[config.mk]
export PLATFORM = sky130hd
export DESIGN_NAME = pta_cordic
export DESIGN_NICKNAME = d
export VERILOG_FILES = /design/src/hdl/pta_pkg.sv /design/src/hdl/pta_cordic.sv
export SDC_FILE = /design/constraint.sdc
export NUM_CORES = 1
export LEC_CHECK = 0
export ABC_AREA = 1
export BUFFER_PORTS_ARGS = -buffer_cell sky130_fd_sc_hd__buf_2
export CORE_MARGIN = 8
export CORE_UTILIZATION = 29
export CTS_CLUSTER_SIZE = 20
export DETAILED_ROUTE_END_ITERATION = 6
export PLACE_DENSITY = 0.43
export SLEW_MARGIN = 20
export SYNTH_ARGS = -nofsm -noshare
export SYNTH_HDL_FRONTEND = slang
export SYNTH_SLANG_ARGS = --single-unit
export TNS_END_PERCENT = 50
[constraint.sdc]
create_clock -name i_clk -period 11 [get_ports i_clk]
set_clock_uncertainty 0.1 [all_clocks]
set_input_delay 2.2 -clock i_clk [delete_from_list [all_inputs] [get_ports i_clk]]
set_output_delay 2.2 -clock i_clk [all_outputs]
set_load 0.03 [all_outputs]
[src/hdl/pta_pkg.sv]
// Shared constants, types and tables for the pose transform accumulator.
package pta_pkg;

    // Fixed-point format of matrix elements and angles
    localparam int FRACTION_BITS = 16;
    localparam int CORDIC_STEPS  = 18;

    // Field widths
    localparam int ELEM_W  = 32;
    localparam int ANGLE_W = 19;
    localparam int THR_W   = 16;

    // CORDIC datapath widths: x/y hold up to about 2^33, z (Q30) up to about 2^33
    localparam int CW     = 36;
    localparam int ZW     = 35;
    localparam int STEP_W = $clog2(CORDIC_STEPS);

    localparam logic signed [ZW-1:0] PI_Q30 = ZW'(64'sd3373259426);
    localparam logic signed [ZW-1:0] ROUND_Q30 = ZW'(64'sd1 <<< (29 - FRACTION_BITS));
    localparam logic signed [ZW-1:0] PI_F =
        ZW'((64'sd3373259426 + (64'sd1 <<< (29 - FRACTION_BITS))) >>> (30 - FRACTION_BITS));

    // Operation codes
    typedef enum logic [2:0] {
        OP_IDENTITY    = 3'd0,
        OP_WR_OPERAND  = 3'd1,
        OP_MULTIPLY    = 3'd2,
        OP_WR_HELD     = 3'd3,
        OP_QUERY       = 3'd4
    } t_op;

    // Register word indexes
    localparam logic [1:0] REG_THRESHOLD = 2'd0;

    // CORDIC status toward the sequencer
    typedef struct packed {
        logic busy;
        logic done;
    } t_cordic_sts;

    // Arctangent of 2^-i in Q30
    function automatic logic [30:0] atan_q30(input logic [STEP_W-1:0] i);
        logic [30:0] v;
        case (i)
            5'd0:  v = 31'd843314857;
            5'd1:  v = 31'd497837829;
            5'd2:  v = 31'd263043836;
            5'd3:  v = 31'd133525159;
            5'd4:  v = 31'd67021687;
            5'd5:  v = 31'd33543516;
            5'd6:  v = 31'd16775851;
            5'd7:  v = 31'd8388437;
            5'd8:  v = 31'd4194283;
            5'd9:  v = 31'd2097149;
            default: v = 31'd1 << (5'd30 - i);
        endcase
        return v;
    endfunction

endpackage

[src/hdl/pta_cordic.sv]
// Iterative CORDIC vectoring unit computing atan2(y, x) in fixed point.
module pta_cordic (
    input  logic                                   i_clk,
    input  logic                                   i_rst_n,
    input  logic                                   i_start,
    input  logic signed [pta_pkg::CW-1:0]          i_y,
    input  logic signed [pta_pkg::CW-1:0]          i_x,
    output pta_pkg::t_cordic_sts                   o_sts,
    output logic signed [pta_pkg::ANGLE_W-1:0]     o_angle
);

    logic                                  r_busy;
    logic                                  r_done;
    logic                                  r_zero;
    logic [pta_pkg::STEP_W-1:0]            r_i;
    logic signed [pta_pkg::CW-1:0]         r_x;
    logic signed [pta_pkg::CW-1:0]         r_y;
    logic signed [pta_pkg::ZW-1:0]         r_z;
    logic signed [pta_pkg::CW-1:0]         n_xs;
    logic signed [pta_pkg::CW-1:0]         n_ys;
    logic signed [pta_pkg::ZW-1:0]         n_atan;
    logic signed [pta_pkg::ZW-1:0]         n_round;
    logic signed [pta_pkg::ZW-1:0]         n_clamp;

    localparam logic [pta_pkg::STEP_W-1:0] STEP_LAST =
        pta_pkg::STEP_W'(pta_pkg::CORDIC_STEPS - 1);

    // Shifted terms for the current micro-rotation
    assign n_xs   = r_x >>> r_i;
    assign n_ys   = r_y >>> r_i;
    assign n_atan = pta_pkg::ZW'($signed({1'b0, pta_pkg::atan_q30(r_i)}));

    // Round to the output format and clamp to [-pi, +pi]
    always_comb begin
        n_round = (r_z + pta_pkg::ROUND_Q30) >>> (30 - pta_pkg::FRACTION_BITS);
        if (n_round > pta_pkg::PI_F) begin
            n_clamp = pta_pkg::PI_F;
        end else if (n_round < -pta_pkg::PI_F) begin
            n_clamp = -pta_pkg::PI_F;
        end else begin
            n_clamp = n_round;
        end
    end

    assign o_angle   = r_zero ? '0 : n_clamp[pta_pkg::ANGLE_W-1:0];
    assign o_sts.busy = r_busy;
    assign o_sts.done = r_done;

    // Load, fold into the right half plane, then rotate one step per cycle
    always_ff @(posedge i_clk) begin
        if (!i_rst_n) begin
            r_busy <= 1'b0;
            r_done <= 1'b0;
        end else begin
            r_done <= 1'b0;
            if (i_start) begin
                r_busy <= 1'b1;
                r_i    <= '0;
                r_zero <= (i_x == '0) && (i_y == '0);
                if (i_x < 0) begin
                    r_x <= -i_x;
                    r_y <= -i_y;
                    r_z <= (i_y >= 0) ? pta_pkg::PI_Q30 : -pta_pkg::PI_Q30;
                end else begin
                    r_x <= i_x;
                    r_y <= i_y;
                    r_z <= '0;
                end
            end else if (r_busy) begin
                if (r_y > 0) begin
                    r_x <= r_x + n_ys;
                    r_y <= r_y - n_xs;
                    r_z <= r_z + n_atan;
                end else begin
                    r_x <= r_x - n_ys;
                    r_y <= r_y + n_xs;
                    r_z <= r_z - n_atan;
                end
                r_i <= r_i + 1'b1;
                if (r_i == STEP_LAST) begin
                    r_busy <= 1'b0;
                    r_done <= 1'b1;
                end
            end
        end
    end

    // Done never coincides with an iteration in flight
    a_done_idle: assert property (@(posedge i_clk) disable iff (!i_rst_n)
        o_sts.done |-> !o_sts.busy) else $error("cordic done while busy");

    a_done_after_busy: assert property (@(posedge i_clk) disable iff (!i_rst_n)
        $rose(o_sts.done) |-> $past(o_sts.busy)) else $error("cordic done without run");

    a_angle_range: assert property (@(posedge i_clk) disable iff (!i_rst_n)
        o_sts.done |-> (o_angle <= pta_pkg::ANGLE_W'(pta_pkg::PI_F)) &&
                       (o_angle >= -pta_pkg::ANGLE_W'(pta_pkg::PI_F)))
        else $error("cordic angle out of range");

endmodule

* Word-level counts from Yosys, hierarchy flattened *
Index checks and enable logic that the tools add are counted.

storage, ports and cells
  logic and storage cells = 68
  register bits = 115
  output and inout port bits = 21

cells by class
  $add $sub $neg = 11
  mux-type cells = 22
  $lt $le $gt $ge = 5
  shifts and indexed selects = 3
  bitwise operators = 2
  equal/unequal tests = 10
  reductions and logical operators = 8

operators by type and width
  operator                                                                           number
  31-bit case mux with 10 select lines                                               1
  36-bit 2-to-1 mux                                                                  8
  35-bit 2-to-1 mux                                                                  5
  36-bit adder                                                                       2
  36-bit zero test                                                                   2
  36-bit negation                                                                    2
  36-bit by 5-bit >>> shifter with 36-bit output                                     2
  36-bit subtractor                                                                  2
  19-bit 2-to-1 mux                                                                  3
  36-bit by 1-bit >= comparator with 1-bit output, second input constant             1
  36-bit by 1-bit greater-than comparator with 1-bit output, second input constant   1
  36-bit by 1-bit less-than comparator with 1-bit output, second input constant      1
  35-bit by 15-bit adder with 35-bit output, second input constant                   1
  35-bit by 32-bit adder with 35-bit output                                          1
  35-bit by 32-bit subtractor with 35-bit output                                     1
  1-bit by 5-bit left shift with 31-bit output, first input constant                 1
  21-bit by 19-bit greater-than comparator with 1-bit output, second input constant  1
  21-bit by 19-bit less-than comparator with 1-bit output, second input constant     1
  5-bit by 3-bit equality test with 1-bit output, second input constant              4
  5-bit by 2-bit equality test with 1-bit output, second input constant              2
  5-bit by 4-bit equality test with 1-bit output, second input constant              2
  5-bit by 1-bit adder with 5-bit output, second input constant                      1
  5-bit by 1-bit equality test with 1-bit output, second input constant              1
  5-bit equality test, second input constant                                         1
  9 further kinds                                                                    14

* Depth between registers and ports, before layout *
  word-level depth = 7
  gate-level depth with buffers = 38
  gate-level depth less buffers = 36

* Worst setup path after synthesis *
No wires, ideal clock.

  path type = input-to-reg
  start point = in i_start
  end point = reg r_busy
  path buffers = 1
  library setup time = 81 ps
  setup slack = 2,341 ps
  arrival time = 8,478 ps
  cell stages on the path = 5
  required time = 10,819 ps
  cells stage by stage = inv_1 clkbuf_1 a21oi_1 o21ai_0 inv_1

between the ends
  word-level cells in the longest chain between the ends = 1

ends and longest elaborated chain
  item                    RTL line          text
  start: declaration      pta_cordic.sv:5   input logic i_start,
  1-bit 2-to-1 mux        pta_cordic.sv:56  if (i_start) begin
  end signal: assignment  pta_cordic.sv:52  r_busy <= 1'b0;
  end signal: assignment  pta_cordic.sv:57  r_busy <= 1'b1;
  end signal: assignment  pta_cordic.sv:81  r_busy <= 1'b0;
  end: declaration        pta_cordic.sv:12  logic r_busy;

Every way passes these cells.
A chain may end at the register's enable or synchronous reset.

* Final worst setup path *
  start point = reg r_i[1] (netlist name)
  end point = reg r_z[30] (netlist name), data pin

between the ends
  word-level cells in the longest chain between the ends = 7

ends and longest elaborated chain
  item                                                                                                         RTL line                            text
  start: declaration                                                                                           pta_cordic.sv:15                    logic [pta_pkg::STEP_W-1:0] r_i;
  start signal: assignment                                                                                     pta_cordic.sv:79                    r_i <= r_i + 1'b1;
  5-bit subtractor                                                                                             pta_pkg.sv:55                       default: v = 31'd1 << (5'd30 - i);
  1-bit by 5-bit left shift with 31-bit output                                                                 pta_pkg.sv:55
  31-bit case mux with 10 select lines (*)                                                                     pta_pkg.sv:44                       case (i)
  35-bit by 32-bit subtractor with 35-bit output or 35-bit by 32-bit adder with 35-bit output (tied branches)  pta_cordic.sv:77, pta_cordic.sv:73
  35-bit 2-to-1 mux (*)                                                                                        pta_cordic.sv:70                    if (r_y > 0) begin
  35-bit 2-to-1 mux (*)                                                                                        pta_cordic.sv:69                    end else if (r_busy) begin
  35-bit 2-to-1 mux (*)                                                                                        pta_cordic.sv:56
  end signal: assignment                                                                                       pta_cordic.sv:63                    r_z <= (i_y >= 0) ? pta_pkg::PI_Q30 : -pta_pkg::PI_Q30;
  end signal: assignment                                                                                       pta_cordic.sv:73                    r_z <= r_z + n_atan;
  end signal: assignment                                                                                       pta_cordic.sv:77                    r_z <= r_z - n_atan;
  end: declaration                                                                                             pta_cordic.sv:18                    logic signed [pta_pkg::ZW-1:0] r_z;

Mark *: on every way between the ends. The rest lies on a longest branch, timed or not. The select of a mux whose other input is x is not followed.

==> results_dict.tcl <==
set metrics [dict create \
    place_ws_ps 4460 \
    core_area_mm2 0.0711 \
    nNetsFinal 3803 \
    synth.most_common_cell "nand2_1" \
    grt_pass1_wl_um 129000 \
    final_hold_viol_count 0 \
    clkTransAtPathRegs_ps 60 \
    dp_hpwl_um 66400 \
    drtIter0Drc 1883 \
    routed-via-count 23454 \
    grt_usage_pct 20.0 \
    totalWireLength_um 82300 \
    ys_top_cells_by_count "nand2_1, nand3_1, nor2_1" \
    detail_route.wl_per_cell_um 18.0 \
    synthTopCellsByArea "nand2_1, edfxtp_1, nand3_1" \
    status "completed" \
    relSlewSlack_pct 40.1 \
    portBuffers 95 \
    ys_async_sr_fraction_pct 0 \
    ios 96 \
    first_pass_iters 6 \
    fp.dieW_um 284 \
    cpMostUsedCell "nand2_1" \
    fmaxAchievable_mhz 151 \
    start_util_pct 29.2 \
    cts_tree "done" \
    drive_gt1_share_pct 6.49 \
    syn-instance-count 3609 \
    holdBufCountCts 0 \
    timing.final.ws_setup_ps 4360 \
    syn_nets 3803 \
    areaGrowthSynthToFinish_pct 8.19 \
    grt_start_max_net_pins 79 \
    start_kind "flop" \
    cp.required_ps 11100 \
    period_share_pct 60.3 \
    slew_violations 0 \
    cts_made_buffers 17 \
    synth_area_leader_cell "nand2_1" \
    peakVddDrop_v 0.0000897 \
    cts-root-buf "clkbuf_16" \
    gp_congestion 0.893 \
    p_per_area_mw_per_mm2 157 \
    ys_seq_area_share_pct 16.5 \
    ant_nets 0 \
    worst_slew_pin_slew_ps 899 \
    yosys_register_bits 115 \
    crit_type "flop to flop" \
    yosys.area.top_type_share_pct 19.1 \
    synth.distinct_cells 62 \
    clockBufferDepth 2 \
    cpPeakStageDelay_ps 610 \
    insertion_delay_ps 500 \
    via_per_inst 5.13 \
    die-area_mm2 0.0804 \
    cts_resized 0 \
    drc_errors 0 \
    cts.sinks 115 \
    antenna_found_initial 2 \
    tns_ps 0 \
    crit_arrival_ps 6740 \
    grt_pass1_vias 22496 \
    worst_hold_path_type "flop to flop" \
    avgSynthCellArea_um2 5.75 \
    synth-edff-count 113 \
    ys_warn_count 0 \
    crit_slowest_cell "buf_4" \
    critPathMaxFanout 72 \
    ys.flop_type "edfxtp_1" \
    cp-end-kind "flop" \
    reg2reg_setup_slack_ps 4360 \
    setup_viol 0 \
    syn-cell-area_mm2 0.0208 \
    rsz0062_at_grt "false" \
    post-route-min-period_ps 6640 \
    row_count 98 \
    die_h_um 284 \
    grt_overflow 0 \
    h-tree-depth 4 \
    n_antenna_cell 0 \
    cts_setup_buffers 0 \
    leakagePower_nw 10.7 \
    maxCapViolCount 0 \
]
==> power breakdown <==
group,internal [mW],switching (mW)
clock network,0.327,0.250
logic,0.743,1.50
registers,0.593,0.102
==> per-layer routing <==
metal  track usage (%)  wire, um  vias to the layer above
li1                  -         -                    12087
met5                 0        34                        -
met4              6.35      2440                        4
met2              33.0     38000                      499
met1              26.7     38800                    10774
met3              2.65      2940                       90
==> critical path: cells and delay by family (launching register included) <==
family | cells | cell delay [ps]
buffers and inverters | 9 | 1620
AND/OR/NAND/NOR | 13 | 1400
XOR/XNOR | 1 | 170
AO/OA/AOI/OAI | 8 | 1790
flip-flops | 1 | 320
adder cells (fa/ha/maj) | 3 | 900
==> registers in the layout (all words and copies together) (netlist names) <==
| name | count |
|---|---|
| r_x | 36 |
| r_y | 36 |
| r_z | 35 |
| r_i | 5 |
| r_busy | 1 |
| r_done | 1 |
| r_zero | 1 |
==> stage by stage <==
step | std cells | area, um^2 | power [mW] | hold WS, ps | utilization, %
floorplan | 3609 | 20800 | 2.33 | 337 | -
global placement | 4540 | 21900 | 2.96 | 428 | 30.8
detailed placement | 4540 | 21900 | 2.93 | 420 | 30.8
CTS | 4572 | 22500 | 3.53 | 430 | 31.6
global route | 4572 | 22500 | 3.86 | 455 | 31.6
finish | 4572 | 22500 | 3.52 | 427 | 31.6
==> logic make-up (layout without fill, tap and decap cells) <==
family	Yosys count	after routing	share of synthesized area [%]
and+or+nand+nor	2137	2137	44.1
adders and majority gates	119	119	7.28
DFF	115	115	16.5
xor gates and xnor gates	134	134	5.75
buffers and inverters	481	494	9.57
AOI/OAI and AO/OA	623	623	16.7
==> worst paths after layout <==
| check | depth (start not counted) | startpoint | to |
|---|---|---|---|
| min | 2 | r_busy$_SDFF_PN0_ | r_done$_SDFF_PP0_ |
| max reg2reg | 34 | r_i[1]$_SDFFCE_PP0P_ | r_z[30]$_DFFE_PP_ |
| max | 34 | r_i[1]$_SDFFCE_PP0P_ | r_z[30]$_DFFE_PP_ |
| min reg2reg | 2 | r_busy$_SDFF_PN0_ | r_done$_SDFF_PP0_ |
==> cell usage in the layout (no fill, tap or decap), drive strengths merged, types with 6 or more instances in the layout <==
| master | n |
|---|---|
| a31oi | 31 |
| o22ai | 16 |
| nand4 | 37 |
| edfxtp | 113 |
| xor2 | 83 |
| a21o | 13 |
| ha | 116 |
| o21a | 12 |
| buf | 111 |
| nor2 | 427 |
| nand2 | 1080 |
| nor4 | 15 |
| clkinv | 13 |
| nand3b | 10 |
| o221ai | 10 |
| nor3 | 71 |
| a21oi | 245 |
| or2 | 10 |
| o21bai | 6 |
| xnor2 | 51 |
| clkbuf | 19 |
| nand3 | 473 |
| o21ai | 248 |
| inv | 346 |
| o31ai | 15 |
| o211ai | 10 |
==> layout make-up <==
type                       instances  area [um^2]
clock buffer                      19          433
clock inverter                    13          118
multi-input combinational       3013        15400
tap                              950         1190
fill                            8286        48700
timing repair buffer             111          598
inverter                         351         1330
sequential                       115         3430
No activity file was read; power rests on OpenSTA's default activity.
